### src/rtl/core/rbe_pkg.sv
// ----------------------------------------------------------------------------
// rbe_pkg
// Shared types and fixed constants of the byte-wise rANS encoder.
// ----------------------------------------------------------------------------
package rbe_pkg;

  // Fixed widths of the coder state and of the stream fields
  localparam int STATE_W     = 31;
  localparam int FIELD_W     = 16;
  localparam int BYTE_W      = 8;
  localparam int FLUSH_BYTES = 4;
  localparam int MAX_RENORM  = 4;

  // Commands from the controller to the datapath
  typedef struct packed {
    logic load;        // capture input beat and coder state
    logic emit_shift;  // emit low working byte, shift right by one byte
    logic div_init;    // seed the divider from the renormalized value
    logic div_step;    // one restoring division step
    logic finish;      // write the new coder state
    logic flush_emit;  // emit one flush byte, high byte first
  } cmd_t;

  // Status from the datapath to the controller
  typedef struct packed {
    logic in_flush;    // input beat asks for a flush
    logic in_zero;     // input beat has zero frequency
    logic can_shift;   // renormalization needs another byte
    logic out_free;    // output register can take a byte this cycle
    logic byte3;       // byte counter sits on the fourth byte
    logic div_done;    // divider is on its final step
  } status_t;

endpackage

### src/rtl/core/rbe_ctrl.sv
// ----------------------------------------------------------------------------
// rbe_ctrl
// Controller of the rANS encoder: sequences renormalize, divide and flush.
// ----------------------------------------------------------------------------
module rbe_ctrl (
  input  logic             clk,
  input  logic             rst,
  input  logic             s_tvalid,
  output logic             s_tready,
  input  rbe_pkg::status_t st,
  output rbe_pkg::cmd_t    cmd
);

  localparam logic [2:0] S_IDLE   = 3'd0;
  localparam logic [2:0] S_RENORM = 3'd1;
  localparam logic [2:0] S_DIV    = 3'd2;
  localparam logic [2:0] S_FIN    = 3'd3;
  localparam logic [2:0] S_FLUSH  = 3'd4;

  logic [2:0] state;
  logic [2:0] state_next;

  assign s_tready = (state == S_IDLE);

  // Decode next state and commands
  always_comb begin
    state_next = state;
    cmd        = '0;
    unique case (state)
      S_IDLE: begin
        if (s_tvalid) begin
          cmd.load = 1'b1;
          if (st.in_flush) begin
            state_next = S_FLUSH;
          end else if (!st.in_zero) begin
            state_next = S_RENORM;
          end
        end
      end
      S_RENORM: begin
        if (st.can_shift) begin
          cmd.emit_shift = st.out_free;
        end else begin
          cmd.div_init = 1'b1;
          state_next   = S_DIV;
        end
      end
      S_DIV: begin
        cmd.div_step = 1'b1;
        if (st.div_done) begin
          state_next = S_FIN;
        end
      end
      S_FIN: begin
        cmd.finish = 1'b1;
        state_next = S_IDLE;
      end
      S_FLUSH: begin
        if (st.out_free) begin
          cmd.flush_emit = 1'b1;
          if (st.byte3) begin
            state_next = S_IDLE;
          end
        end
      end
      default: begin
        state_next = S_IDLE;
      end
    endcase
  end

  // Advance state
  always_ff @(posedge clk) begin
    if (rst) begin
      state <= S_IDLE;
    end else begin
      state <= state_next;
    end
  end

endmodule

### src/rtl/core/rbe_datapath.sv
// ----------------------------------------------------------------------------
// rbe_datapath
// Datapath of the rANS encoder: coder state, renormalize shifter,
// restoring divider and the output byte register.
// ----------------------------------------------------------------------------
module rbe_datapath #(
  parameter int PROB_BITS        = 16,
  parameter int LOWER_BOUND_BITS = 23
) (
  input  logic             clk,
  input  logic             rst,
  input  logic [31:0]      s_tdata,
  input  logic             s_tuser,
  input  rbe_pkg::cmd_t    cmd,
  output rbe_pkg::status_t st,
  output logic             m_tvalid,
  input  logic             m_tready,
  output logic [7:0]       m_tdata,
  output logic             m_tlast
);

  localparam int SW = rbe_pkg::STATE_W;
  localparam int PB = PROB_BITS;
  localparam int QW = LOWER_BOUND_BITS - PROB_BITS + 8;  // quotient bits
  localparam int CW = $clog2(QW + 1);
  localparam int NW = SW + 1;
  localparam logic [SW-1:0] STATE_INIT = SW'(1) << LOWER_BOUND_BITS;

  logic [SW-1:0] coder_state;
  logic [SW-1:0] x;
  logic [PB-1:0] freq;
  logic [PB-1:0] start;
  logic [PB-1:0] rem;
  logic [QW-1:0] quo;
  logic [CW-1:0] cnt;

  logic [PB-1:0] in_start;
  logic [PB-1:0] in_freq;
  logic [SW-1:0] xmax;
  logic          ge;
  logic          ge_next;
  logic [PB:0]   trial;
  logic [PB:0]   trial_diff;
  logic          trial_ge;
  logic [NW-1:0] nx;
  logic [NW-1:0] xflush;
  logic [1:0]    flush_idx;

  // Take start and frequency modulo the probability total
  assign in_start = s_tdata[PB-1:0];
  assign in_freq  = s_tdata[rbe_pkg::FIELD_W +: PB];

  // Renormalize bound and compares on the working value
  assign xmax    = SW'(freq) << QW;
  assign ge      = (x >= xmax);
  assign ge_next = ((x >> rbe_pkg::BYTE_W) >= xmax);

  // One restoring division step
  assign trial      = {rem, quo[QW-1]};
  assign trial_ge   = (trial >= {1'b0, freq});
  assign trial_diff = trial - {1'b0, freq};

  // New state from quotient, remainder and start, wrapped to the state width
  assign nx = (NW'(quo) << PB) + NW'(rem) + NW'(start);

  // Flush byte selection, high byte first
  assign xflush    = {1'b0, x};
  assign flush_idx = 2'(rbe_pkg::FLUSH_BYTES - 1) - cnt[1:0];

  assign st.in_flush  = s_tuser;
  assign st.in_zero   = (in_freq == '0);
  assign st.can_shift = ge && (cnt != CW'(rbe_pkg::MAX_RENORM));
  assign st.out_free  = !m_tvalid || m_tready;
  assign st.byte3     = (cnt == CW'(rbe_pkg::FLUSH_BYTES - 1));
  assign st.div_done  = (cnt == CW'(QW - 1));

  // Hold the coder state
  always_ff @(posedge clk) begin
    if (rst) begin
      coder_state <= STATE_INIT;
    end else if (cmd.finish) begin
      coder_state <= nx[SW-1:0];
    end else if (cmd.flush_emit && st.byte3) begin
      coder_state <= STATE_INIT;
    end
  end

  // Working value, divider registers and step counter
  always_ff @(posedge clk) begin
    if (cmd.load) begin
      x     <= coder_state;
      freq  <= in_freq;
      start <= in_start;
      cnt   <= '0;
    end else if (cmd.emit_shift) begin
      x   <= x >> rbe_pkg::BYTE_W;
      cnt <= cnt + CW'(1);
    end else if (cmd.div_init) begin
      rem <= x[QW +: PB];
      quo <= x[QW-1:0];
      cnt <= '0;
    end else if (cmd.div_step) begin
      rem <= trial_ge ? trial_diff[PB-1:0] : trial[PB-1:0];
      quo <= {quo[QW-2:0], trial_ge};
      cnt <= cnt + CW'(1);
    end else if (cmd.flush_emit) begin
      cnt <= cnt + CW'(1);
    end
  end

  // Output register: load a byte beat or drop it once taken
  always_ff @(posedge clk) begin
    if (rst) begin
      m_tvalid <= 1'b0;
    end else if (cmd.emit_shift || cmd.flush_emit) begin
      m_tvalid <= 1'b1;
    end else if (m_tready) begin
      m_tvalid <= 1'b0;
    end
  end

  always_ff @(posedge clk) begin
    if (cmd.emit_shift) begin
      m_tdata <= x[7:0];
      m_tlast <= st.byte3 || !ge_next;
    end else if (cmd.flush_emit) begin
      m_tdata <= xflush[flush_idx * rbe_pkg::BYTE_W +: rbe_pkg::BYTE_W];
      m_tlast <= st.byte3;
    end
  end

  // A byte is only loaded when the output register can take it
  a_emit_free: assert property (@(posedge clk) disable iff (rst)
    (cmd.emit_shift || cmd.flush_emit) |-> st.out_free)
    else $error("byte loaded over a pending output beat");

  // Renormalized value fits the divider
  a_div_range: assert property (@(posedge clk) disable iff (rst)
    cmd.div_init |-> ((NW'(x) >> (PB + QW)) == '0))
    else $error("renormalized value exceeds divider range");

  // Remainder stays below the frequency through the division
  a_rem_bound: assert property (@(posedge clk) disable iff (rst)
    (cmd.div_step || cmd.finish) |-> (rem < freq))
    else $error("division remainder out of range");

  // Flush restarts the coder state
  a_flush_restart: assert property (@(posedge clk) disable iff (rst)
    (cmd.flush_emit && st.byte3) |=> (coder_state == STATE_INIT))
    else $error("coder state not restarted after flush");

endmodule

### src/rtl/core/rans_byte_encoder_top.sv
// ----------------------------------------------------------------------------
// rans_byte_encoder_top
// Byte-wise rANS encoder with a 31-bit coder state, stream interfaces.
// ----------------------------------------------------------------------------
// Each input beat either encodes one symbol (tuser = 0, tdata carries start
// and frequency) or flushes (tuser = 1). An encode beat emits zero to two
// renormalization bytes, low byte first, with tlast on the final one, each
// byte waiting on tready when the output register is full, then runs a
// restoring divider one quotient bit per cycle. A zero-frequency beat is
// dropped and the encoder stays idle. A flush emits the four state bytes,
// high byte first, and restarts the state at 2^LOWER_BOUND_BITS. One beat
// is worked on at a time; the byte output register lets the last byte wait
// while the next beat is taken. The stored stream is the emitted order
// reversed, so symbols must be fed in reverse coding order.
// ----------------------------------------------------------------------------
module rans_byte_encoder_top #(
  parameter int PROB_BITS        = 16,
  parameter int LOWER_BOUND_BITS = 23
) (
  input  logic        clk,
  input  logic        rst,
  input  logic        s_tvalid,
  output logic        s_tready,
  input  logic [31:0] s_tdata,   // [15:0] sym_start, [31:16] sym_freq
  input  logic        s_tuser,   // [0] action
  output logic        m_tvalid,
  input  logic        m_tready,
  output logic [7:0]  m_tdata,   // [7:0] out_byte
  output logic        m_tlast
);

  rbe_pkg::cmd_t    cmd;
  rbe_pkg::status_t st;

  rbe_ctrl u_ctrl (
    .clk      (clk),
    .rst      (rst),
    .s_tvalid (s_tvalid),
    .s_tready (s_tready),
    .st       (st),
    .cmd      (cmd)
  );

  rbe_datapath #(
    .PROB_BITS        (PROB_BITS),
    .LOWER_BOUND_BITS (LOWER_BOUND_BITS)
  ) u_datapath (
    .clk      (clk),
    .rst      (rst),
    .s_tdata  (s_tdata),
    .s_tuser  (s_tuser),
    .cmd      (cmd),
    .st       (st),
    .m_tvalid (m_tvalid),
    .m_tready (m_tready),
    .m_tdata  (m_tdata),
    .m_tlast  (m_tlast)
  );

endmodule

### config.mk
export PLATFORM = sky130hd
export DESIGN_NAME = rans_byte_encoder_top
export DESIGN_NICKNAME = d
export VERILOG_FILES = /design/src/rtl/core/rbe_pkg.sv /design/src/rtl/core/rbe_ctrl.sv /design/src/rtl/core/rbe_datapath.sv /design/src/rtl/core/rans_byte_encoder_top.sv
export SDC_FILE = /design/constraint.sdc
export NUM_CORES = 1
export LEC_CHECK = 0
export BUFFER_PORTS_ARGS = -buffer_cell sky130_fd_sc_hd__buf_2
export CORE_MARGIN = 3
export CORE_UTILIZATION = 40
export CTS_CLUSTER_DIAMETER = 50
export CTS_CLUSTER_SIZE = 14
export DETAILED_ROUTE_END_ITERATION = 8
export GPL_TIMING_DRIVEN = 1
export MAX_ROUTING_LAYER = met4
export PLACE_DENSITY = 0.54
export SKIP_CTS_REPAIR_TIMING = 1
export SYNTH_ARGS = -nofsm -noshare
export SYNTH_HDL_FRONTEND = slang
export SYNTH_SLANG_ARGS = --single-unit
### constraint.sdc
create_clock -name clk -period 3.65 [get_ports clk]
set_input_delay 0.1825 -clock clk [delete_from_list [all_inputs] [get_ports clk]]
set_output_delay 0.1825 -clock clk [all_outputs]
set_load 0.01 [all_outputs]
Word-level counts from Yosys, hierarchy flattened:

Index checks and enable logic that the tools add are counted.

* $add $sub $neg: 5
* magnitude comparators: 3
* equality and inequality tests: 13
* shift-type cells: 1
* multiplexer cells: 36
* bitwise operators: 2
* reduce and logical (&&, ||, !) cells: 17

Operators by type and width (count)
* $mux 31: 4
* $add 31x16->31: 2
* $mux 16: 3
* $shiftx 32x6->8: 1
* $ge 23x31->1: 1
* $ge 31x31->1: 1
* $mux 15: 2
* $mux 3: 7
* $ge 17x16->1: 1
* $logic_not 16->1: 1
* $mux 4: 4
* $mux 8: 2
* $sub 16x16->16: 1
* $mux 1: 12
* $pmux 3 s4: 1
* $reduce_bool 2->1: 5
* $eq 3x2->1 const B: 2
* $ne 2x2->1 const B: 3
* $reduce_and 6->1: 1
* $add 4x1->4 const B: 1
* $eq 4x2->1 const B: 1
* $eq 4x4->1 const B: 1
* $ne 2x1->1 const B: 2
* $ne 4x3->1 const B: 1
* other kinds (12): 17

* flip-flop bits (word level): 142
* input port bits: 37
* output and inout bits: 11
* word-level logic and storage cells: 88

Depth between registers and ports, before layout:

Gate-level depths: netlist of run 1.

* depth after elaboration: 8
* gate-level depth with buffers: 11
* depth with buffers taken out: 11

Modules after synthesis:

Synthesis of run 1 repeated with hierarchy kept, for this count alone.

* cells, all modules: 788
* area total of the unflattened synthesis: 8399.3 um2

Modules (own cells, without submodules)
* rbe_datapath: instances 1, cells an instance 764, area an instance 8206.6 um2, seq. area each 3813.7 um2
* rbe_ctrl: instances 1, cells an instance 24, area an instance 192.7 um2, seq. area each 60.1 um2

Worst setup path after synthesis of run 1:

No wires, ideal clock.

* path type: reg2reg
* from: register u_datapath.x[22]
* to: register u_datapath.quo[0] (enable)
* setup time: 0.419 ns
* data arrival time: 3.170 ns
* required time: 3.231 ns
* setup slack: 0.062 ns
* cell stages (with the launch flop): 9
* buffers on the path: 0
* period minus slack after synthesis: 3.588 ns
* cells stage by stage: edfxtp_1 ha_1 a21oi_1 o21ai_0 a2111oi_1 o31ai_4 nand2_1 a21oi_1 nor2_1

* word-level cells in the longest chain between the ends: 6
* elaborated cells on any way between the ends: 8
* classes of those cells: 1 x order compare; 3 x mux; 1 x bitwise; 3 x reduce/logical

Ends and longest elaborated chain
* start, declared: line rbe_datapath.sv:30 `logic [SW-1:0] x;`
* start signal, assigned: line rbe_datapath.sv:91 `x <= coder_state;`
* start signal, assigned: line rbe_datapath.sv:96 `x <= x >> rbe_pkg::BYTE_W;`
* $ge 31x31->1 (*): line rbe_datapath.sv:55 `assign ge = (x >= xmax);`
* $logic_and 1x1->1 (*): line rbe_datapath.sv:72 `assign st.can_shift = ge && (cnt != CW'(rbe_pkg::MAX_RENORM));`
* $mux 1: line rbe_ctrl.sv:41 `if (st.can_shift) begin`
* $mux 2 (*): line rbe_ctrl.sv:29 `unique case (state)`
* $reduce_bool 2->1 (no source line) / $not 1->1 (equally long branches)
* $reduce_and 3->1 (no source line) (*)
* end signal, assigned: line rbe_datapath.sv:100 `quo <= x[QW-1:0];`
* end signal, assigned: line rbe_datapath.sv:104 `quo <= {quo[QW-2:0], trial_ge};`
* end, declared: line rbe_datapath.sv:34 `logic [QW-1:0] quo;`

Every way passes the cells marked *; elsewhere a longest branch is shown, timed or not.
A chain may end at the register's enable or synchronous reset.

Worst setup path after layout of run 1:

* from: register u_datapath.x[22]
* to: register u_datapath.rem[3] (enable)

* word-level cells in the longest chain between the ends: 6
* elaborated cells on any way between the ends: 8
* classes of those cells: 1 x order compare; 3 x mux; 1 x bitwise; 3 x reduce/logical

Ends and longest elaborated chain
* $ge 31x31->1 (*): line rbe_datapath.sv:55
* $logic_and 1x1->1 (*): line rbe_datapath.sv:72
* $mux 1: line rbe_ctrl.sv:41
* $mux 2 (*): line rbe_ctrl.sv:29
* $reduce_bool 2->1 (no source line) / $not 1->1 (equally long branches)
* $reduce_and 3->1 (no source line) (*)
* end signal, assigned: line rbe_datapath.sv:99 `rem <= x[QW +: PB];`
* end signal, assigned: line rbe_datapath.sv:103 `rem <= trial_ge ? trial_diff[PB-1:0] : trial[PB-1:0];`
* end, declared: line rbe_datapath.sv:33 `logic [PB-1:0] rem;`

Marked as above.

==> run_results.csv, run 1 <==
group,metric,value,unit
status,status,"finished, final reports clean",
pwr,ir_drop,326,µV
layout,utilization,0.487,
drt,wl_per_cell,20.6,µm
sta,setup_violations,0,
sta,rsz0062_at_grt,"no",
run,max-cap-violations,0,
global_routing,grt_remaining_overflow,0,
min_path,hp-class,"in2reg",
layout,syn2layout_area_growth,18.7,%
setup_path,crit_family,"compound AO/OA/AOI/OAI gates",
floorplan,core,0.0196,mm²
setup_path,cp.arrival,3.33,ns
placed_design,port_buffers,47,
floorplan,die_h,148,µm
synthesis,syn_nets,909,
sta,tightestPinTransition,0.966,ns
pwr,p_per_area,570,mW/mm²
floorplan,die_w,148,µm
global_routing,antenna_found_initial,0,
global_routing,grt_pass1_wl,37200,µm
setup_path,crit_chain,"ha_1, a21oi_1, o21ai_0, a2111oi_1, o31ai_4, nand2_1, a21oi_1, nor2_2, buf_4",
synthesis,yosysSeqAreaShare,0.482,
floorplan,start_util,0.411,
sta,fin_worst_hold_slack,0.0905,ns
setup_path,cpMaxStageDelayCell,"a2111oi_1",
drt,vias,6598,
layout,drive_above_1_share,0.130,
drt,drtAntennaViolNets,0,
placed_design,dp_hpwl,17700,µm
sta,layout_setup_ws,0.388,ns
sta,skew,0.00815,ns
floorplan,rows,51,
synthesis,ys_ff_latch,142,
global_routing,track_usage,0.233,
global_routing,grt_pass1_vias,6398,
drt,viasPerCell,5.61,
drt,drt_pass1_iterations,5,
layout,final_cells,1177,
layout,n_antenna_cell,0,
setup_path,max_stage_delay,0.73,ns
clock_network,cts_root_buffer,"clkbuf_16",
drt,drt-total-wl,24200,µm
setup_path,setup.worst_path.end_class,"register",
synthesis,ys_async_sr_fraction,0,
placed_design,placed_cells,1113,
synthesis,synth_cell_types,65,
pwr,total_power,5.44,mW
global_routing,grt_max_degree,52,
placed_design,place_area,0.00864,mm²
sta,fin_crit,3.26,ns
sta,fin_tns_setup,0,ns
clock_network,tritoncts,"yes",
sta,fin_crit_sh,0.894,
synthesis,synth_area_per_cell,9.92,µm²
setup_path,required,3.72,ns
setup_path,worst-setup-path-type,"reg2reg",
synthesis,synth_flop_cell,"edfxtp_1",
sta,slew_headroom,0.356,
synthesis,synth_warnings,0,
sta,hold_violations,0,
drt,drtIter0Drc,559,
setup_path,crit_fanout,31,
sta,max_freq,0.307,GHz
layout,nNetsFinal,997,
setup_path,cp.buffers_inverters,1,
placed_design,dpl_worst_slack,0.402,ns
clock_network,clk_pin_slew,0.06,ns
synthesis,synth_edf_count,103,
clock_network,cts.sinks,142,
sta,drv_slew,0,
setup_path,startpoint_type,"register",
setup_path,path_common_cell,"a21oi_1",
drt,drcViolationCount,0,
layout,stdcell_area,0.00955,mm²
clock_network,clkLatencyLatePin,0.43,ns
pwr,power_leakage,3.84,nW
floorplan,dieArea,0.0218,mm²
synthesis,syn_area,0.00804,mm²
synthesis,synthCells,811,
clock_network,htree_levels,4,
clock_network,cts_inserted_buffers,17,
clock_network,clockBufferDepth,2,
floorplan,ioPinCount,48,
placed_design,globalplace.congestion,0.938,
-- synth_stat cells, drive strengths merged (12+ instances only) --
cell,instances,area [µm²]
nor2,53,199
nor3,20,100
and3,16,100
inv,34,128
o21ai,53,265
nand2,152,573
xnor2,28,245
edfxtp,103,3090
clkbuf,15,56.3
dfxtp,39,781
ha,59,738
buf,12,73.8
a21oi,62,310
nand3,19,95.1
-- layout by cell type (no fill, tap or decap), types with 4 or more instances in the layout --
cell and count:
nor3_1 20, dfxtp_1 39, a22oi_1 10, nand2_1 151
nand4_1 5, inv_1 34, ha_1 59, xor2_1 10
nand3_1 19, clkinv_4 4, mux4_2 7, mux2_2 5
nor2b_1 7, and3_1 16, buf_2 47, buf_4 15
clkbuf_16 17, clkinv_2 5, edfxtp_1 103, o21ai_0 51
a31oi_1 8, nand2b_1 10, dlygate4sd3_1 32, nor4_1 6
a211oi_1 7, xnor2_1 28, a21o_1 10, nor2_1 52
o21a_1 6, a21oi_1 62
-- logic make-up (layout without fill, tap and decap cells) --
family | after synthesis | count (layout) | synth area share
mux | 17 | 17 | 0.0331
buf+inv | 62 | 163 | 0.0325
compound gates | 186 | 186 | 0.142
flops | 142 | 142 | 0.482
xor+xnor | 38 | 38 | 0.0414
fa+ha+maj | 61 | 61 | 0.0967
simple gates | 305 | 305 | 0.172
-- tightest hold or removal path, delay by kind of cell --
family | cells | cell delay (ns)
simple gates | 1 | 0.13
compound gates | 1 | 0.07
buf+inv | 1 | 0.08
-- sequential cells by signal, indices dropped and copies added, names as in the netlist --
| name | count |
|---|---|
| u_datapath.quo | 15 |
| u_ctrl.state | 3 |
| u_datapath.x | 31 |
| u_datapath.m_tlast | 1 |
| u_datapath.cnt | 4 |
| u_datapath.coder_state | 31 |
| u_datapath.rem | 16 |
| u_datapath.freq | 16 |
| u_datapath.m_tdata | 8 |
| u_datapath.m_tvalid | 1 |
| u_datapath.start | 16 |
-- report_power, final --
part	switching [mW]	total [mW]	internal, mW	leakage (nW)
clock	0.704	1.73	1.02	0.286
combinational	0.870	1.50	0.628	2.26
sequential	0.227	2.22	1.99	1.30
-- area by class of cell --
class | count | area (µm²)
clock buffer | 18 | 439
clock inverter | 14 | 144
fill | 1793 | 10000
inverter | 35 | 131
multi-input combinational | 607 | 3920
sequential | 142 | 3870
tap | 265 | 332
timing repair buffer | 96 | 708
-- routing by layer --
layer	vias to the layer above	GRT usage	share of wire	wire (µm)
li1	3115	-	-	-
met1	3203	0.313	0.45	10800
met2	249	0.354	0.46	11200
met3	31	0.0641	0.076	1840
met4	0	0.0545	0.016	381
met5	-	-	0	0
-- worst paths after layout --
| path | to | slack, ns | startpoint | cells past startpoint |
|---|---|---|---|---|
| worst min-delay path | u_datapath.m_tvalid$_SDFFE_PP0P_ | 0.09 | m_tready | 3 |
| worst max register to register | u_datapath.rem[3]$_DFFE_PP_ | 0.39 | u_datapath.x[22]$_DFFE_PP_ | 9 |
| worst max-delay path | u_datapath.rem[3]$_DFFE_PP_ | 0.39 | u_datapath.x[22]$_DFFE_PP_ | 9 |
| worst min register to register | u_datapath.coder_state[26]$_SDFFE_PP0P_ | 0.45 | u_datapath.coder_state[26]$_SDFFE_PP0P_ | 2 |
No activity file was read; power rests on OpenSTA's default activity.
==> inputs of run 2 (changes only) <==
Settings changed: CELL_PAD_IN_SITES_DETAIL_PLACEMENT set to 1, CELL_PAD_IN_SITES_GLOBAL_PLACEMENT set to 1, PLACE_DENSITY 0.54 to 0.67, REMOVE_ABC_BUFFERS set to 1.
==> run 2 against run 1 <==
  * Clock-buffer cell count up 3
  * Largest cell class unchanged
  * Non-clock buffer count rose by 11
  * Sequential share of layout area barely moved
  * Worst hold slack gained 0.010 ns
  * Fmax shrank 1.4%
  * First-iteration DRC count decreased by 29%
  * Via count grew 0.52%
  * Register-to-register slack lost 0.05 ns
  * Critical path depth down 1
  * Setup slack worse by 0.046 ns
  * Cell area barely moved
  * Sequential power decreased by 2%
==> run_results.csv, run 2 (synthesis results as in run 1) <==
group,metric,value,unit
status,status,"finished, final reports clean",
layout,nNetsFinal,1008,
sta,fin_tns_setup,0,ns
global_routing,grt_pass1_wl,39800,µm
clock_network,tritoncts,"yes",
clock_network,htree_levels,4,
global_routing,grt_max_degree,46,
layout,seqCellArea,0.00387,mm²
layout,layout_common_cells,"nand2_1 (151), edfxtp_1 (103), a21oi_1 (62)",
run,max-cap-violations,0,
setup_path,crit_fanout,21,
placed_design,port_buffers,47,
clock_network,cts_root_buffer,"clkbuf_16",
global_routing,grt_pass1_vias,6872,
drt,drtIter0Drc,395,
sta,drv_slew,0,
min_path,hp-class,"in2reg",
placed_design,dpl_worst_slack,0.361,ns
sta,layout_setup_ws,0.341,ns
setup_path,required,3.81,ns
pwr,power_leakage,3.84,nW
sta,tightestPinTransition,0.968,ns
layout,layout_commonest_cell,"nand2_1",
sta,hold_violations,0,
layout,drive_above_1_share,0.134,
drt,drt-total-wl,25800,µm
drt,drt_pass1_iterations,7,
drt,vias,6632,
setup_path,cp.arrival,3.47,ns
floorplan,dieArea,0.0218,mm²
setup_path,startpoint_type,"register",
layout,syn2layout_area_growth,18.6,%
setup_path,rr_startpoint,"u_datapath.x[20]$_DFFE_PP_",
setup_path,worst-setup-path-type,"reg2reg",
global_routing,track_usage,0.246,
clock_network,clockBufferDepth,2,
pwr,p_per_area,556,mW/mm²
clock_network,cts_inserted_buffers,17,
setup_path,startpoint,"u_datapath.x[20]$_DFFE_PP_",
floorplan,start_util,0.411,
clock_network,cts.sinks,142,
sta,skew,0.0108,ns
floorplan,ioPinCount,48,
sta,max_freq,0.302,GHz
drt,viasPerCell,5.58,
layout,fillers,2237,
floorplan,die_w,148,µm
setup_path,reg2reg_depth,8,
floorplan,core,0.0196,mm²
setup_path,setup.worst_path.end_class,"register",
drt,drtAntennaViolNets,0,
setup_path,regToRegSetupSlack,0.34,ns
setup_path,crit_end,"u_datapath.quo[8]$_DFFE_PP_",
setup_path,r2r_end,"u_datapath.quo[8]$_DFFE_PP_",
sta,fin_crit_sh,0.906,
global_routing,grt_remaining_overflow,0,
floorplan,rows,51,
placed_design,globalplace.congestion,0.932,
placed_design,dp_hpwl,19600,µm
pwr,ir_drop,307,µV
floorplan,die_h,148,µm
layout,largestRegisters,"u_datapath.coder_state x31, u_datapath.x x31",
drt,drcViolationCount,0,
layout,n_antenna_cell,0,
sta,setup_violations,0,
clock_network,clkLatencyLatePin,0.42,ns
sta,fin_crit,3.31,ns
global_routing,antenna_found_initial,0,
drt,wl_per_cell,21.7,µm
sta,slew_headroom,0.354,
sta,rsz0062_at_grt,"no",
layout,multiInputGateArea,0.00392,mm²
clock_network,clk_pin_slew,0.06,ns
==> run 2: worst max-delay path, stage by stage, from the launching register on <==
cell,delay [ns]
edfxtp_1,0.47
ha_1,0.34
a21oi_1,0.14
o21ai_0,0.14
a2111oi_1,0.76
o31ai_4,0.20
a211oi_4,0.53
buf_4,0.35
o21ai_0,0.12
==> run 2: cell type report <==
cell class / instances / share of cell area
multi-input cells: 607 / 0.411
flip-flops and latches: 142 / 0.406
clock inverters: 11 / 0.00734
inverters: 35 / 0.0138
repair buffers: 107 / 0.0815
clock buffers: 21 / 0.0461
well taps: 265 / 0.0347
==> run 2: power breakdown <==
group	switching [mW]	internal, mW	total [mW]
sequential	0.186	1.99	2.18
clock	0.673	0.862	1.54
combinational	0.937	0.655	1.59
==> run 2: metal layers <==
layer / track usage / vias up / part of all wire
met3: 0.0494 / 39 / 0.051
met1: 0.309 / 3262 / 0.44
li1: - / 3144 / -
met5: - / - / 0
met4: 0.0758 / 0 / 0.026
met2: 0.403 / 187 / 0.49
==> run 2: how the worst min path moves through the flow <==
stage	from	to	slack, ns	cells after the start
2_1_floorplan	rst	u_datapath.m_tvalid$_SDFFE_PP0P_	0.25	1
5_1_grt	m_tready	u_datapath.m_tvalid$_SDFFE_PP0P_	0.11	3
3_3_place_gp	s_tdata[6]	u_datapath.start[6]$_DFFE_PP_	0.36	1
6_report	s_tuser	u_ctrl.state[2]$_SDFFE_PP0P_	0.10	3
4_1_cts	s_tdata[3]	u_datapath.start[3]$_DFFE_PP_	-0.08	1
3_5_place_dp	s_tdata[10]	u_datapath.start[10]$_DFFE_PP_	0.36	1
==> run 2: per-stage QoR <==
step	hold WS [ns]	utilization	cells	total power, mW	instance area (µm²)
floorplan	0.252	-	784	3.17	7910
global placement	0.359	0.445	1124	3.69	8710
detailed placement	0.361	0.445	1124	3.77	8710
CTS	-0.0779	0.471	1156	5.31	9220
global route	0.113	0.487	1188	5.60	9540
finish	0.101	0.487	1188	5.30	9540
==> inputs of run 3 (changes only) <==
Settings changed: CELL_PAD_IN_SITES_GLOBAL_PLACEMENT 1 to 2, CORE_UTILIZATION 40 to 36, PLACE_DENSITY 0.67 to 0.72.
==> run 3 against run 2 <==
  * Combinational power about the same
  * Clock power is 14% higher
  * Clock skew up 0.0022 ns
  * Register-to-register slack worse by 0.02 ns
  * Sequential share of layout area down 0.22 points
  * Via count decreased by 1.5%
  * Core utilization is 4.9 points lower
  * Die area is 11% higher
  * Total power increased by 3.3%
  * Sequential cell count is the same
==> run_results.csv, run 3 (synthesis results as in run 1) <==
group,metric,value,unit
global_routing,grt_max_degree,43,
clock_network,clockBufferDepth,2,
setup_path,setup.worst_path.end_class,"register",
placed_design,place_area,0.00869,mm²
setup_path,required,3.81,ns
placed_design,globalplace.congestion,0.883,
sta,tightestPinTransition,0.897,ns
sta,fin_crit_sh,0.912,
clock_network,clkLatencyLatePin,0.43,ns
drt,drtIter0Drc,492,
floorplan,rows,54,
floorplan,dieArea,0.0242,mm²
sta,drv_slew,0,
floorplan,die_w,155,µm
placed_design,port_buffers,47,
pwr,switching_power,1.80,mW
drt,drt_pass1_iterations,7,
setup_path,max_stage_delay,0.76,ns
layout,stdcell_area,0.00960,mm²
placed_design,dp_hpwl,19500,µm
layout,layout_commonest_cell,"nand2_1",
clock_network,cts_root_buffer,"clkbuf_16",
global_routing,grt_remaining_overflow,0,
status,status,"finished, final reports clean",
sta,skew,0.0131,ns
layout,largestRegisters,"u_datapath.coder_state x31, u_datapath.x x31",
drt,drt-total-wl,25900,µm
placed_design,dpl_worst_slack,0.360,ns
layout,utilization,0.438,
layout,drive_above_1_share,0.132,
setup_path,worst-setup-path-type,"reg2reg",
clock_network,clk_pin_slew,0.06,ns
pwr,switching_share,0.329,
sta,setup_violations,0,
layout,layout_common_cells,"nand2_1 (151), edfxtp_1 (103), a21oi_1 (62)",
drt,vias,6530,
pwr,clockPowerShare,0.318,
setup_path,crit_fanout,21,
sta,fin_worst_hold_slack,0.103,ns
pwr,p_seq_frac,0.398,
setup_path,startpoint_type,"register",
drt,drtAntennaViolNets,0,
pwr,p_int,3.68,mW
sta,hold_violations,0,
clock_network,cts.sinks,142,
run,max-cap-violations,0,
clock_network,htree_levels,4,
sta,slew_headroom,0.402,
layout,n_antenna_cell,0,
sta,fin_crit,3.33,ns
global_routing,antenna_found_initial,0,
setup_path,cpMaxStageDelayCell,"a2111oi_1",
pwr,power_leakage,3.87,nW
layout,nNetsFinal,1003,
setup_path,crit_chain,"ha_1, a21oi_1, o21ai_0, a2111oi_1, o31ai_4, a211oi_4, buf_4, o21ai_0",
global_routing,grt_pass1_wl,40500,µm
floorplan,core,0.0219,mm²
floorplan,ioPinCount,48,
sta,layout_setup_ws,0.322,ns
drt,wl_per_cell,21.6,µm
drt,viasPerCell,5.45,
floorplan,die_h,155,µm
setup_path,path_common_cell,"o21ai_0",
pwr,ir_drop,265,µV
pwr,p_per_area,571,mW/mm²
layout,syn2layout_area_growth,19.3,%
drt,drcViolationCount,0,
setup_path,cp.arrival,3.48,ns
clock_network,cts_inserted_buffers,17,
global_routing,track_usage,0.227,
sta,rsz0062_at_grt,"no",
floorplan,start_util,0.367,
sta,fin_tns_setup,0,ns
min_path,hp-class,"in2reg",
pwr,combPwrFrac,0.284,
global_routing,grt_pass1_vias,6924,
clock_network,tritoncts,"yes",
sta,max_freq,0.300,GHz
-- run 3: cell types whose count changed in the layout (fill, tap and decap cells not counted), sizes merged --
cell | previous run | this run
inv | 36 | 38
clkinv | 6 | 4
buf | 75 | 70
clkinvlp | 4 | 0
clkbuf | 21 | 24
bufinv | 0 | 1
-- run 3: power by group through the flow --
| stage | sequential [mW] | clock [mW] | combinational [mW] |
|---|---|---|---|
| floorplan | 2.15 | 0 | 1.02 |
| global placement | 2.21 | 0 | 1.48 |
| detailed placement | 2.21 | 0 | 1.53 |
| CTS | 2.18 | 1.78 | 1.54 |
| global route | 2.20 | 1.85 | 1.74 |
| finish | 2.18 | 1.75 | 1.56 |
-- run 3: path summary, 6_finish.rpt --
path | startpoint | endpoint | slack (ns) | cells after the start
worst min register to register | u_datapath.coder_state[26]$_SDFFE_PP0P_ | u_datapath.coder_state[26]$_SDFFE_PP0P_ | 0.46 | 2
worst max register to register | u_datapath.x[22]$_DFFE_PP_ | u_datapath.quo[14]$_DFFE_PP_ | 0.32 | 8
worst max-delay path | u_datapath.x[22]$_DFFE_PP_ | u_datapath.quo[14]$_DFFE_PP_ | 0.32 | 8
worst min-delay path | s_tuser | u_ctrl.state[2]$_SDFFE_PP0P_ | 0.10 | 3
-- run 3: cell type report --
class / instances / area (µm²)
timing repair buffer: 102 / 741
clock buffer: 24 / 504
inverter: 35 / 131
fill: 2522 / 12300
multi-input combinational: 607 / 3920
clock inverter: 8 / 77.6
sequential: 142 / 3870
tap: 280 / 350
-- run 3: worst max-delay path, delay by kind of cell (launching register included) --
kind / cells / cell delay [ns]
AO/OA/AOI/OAI: 6 / 1.89
flip-flops: 1 / 0.48
adder cells (fa/ha/maj): 1 / 0.36
buffers and inverters: 1 / 0.34
-- run 3: stage by stage --
| step | std cells | power (mW) |
|---|---|---|
| floorplan | 784 | 3.17 |
| global placement | 1134 | 3.69 |
| detailed placement | 1134 | 3.75 |
| CTS | 1166 | 5.50 |
| global route | 1198 | 5.79 |
| finish | 1198 | 5.48 |
-- run 3: routing by layer --
layer	track usage	routed length, µm
met5	-	0
met4	0.0613	474
met3	0.0314	921
met2	0.365	12500
met1	0.302	12000
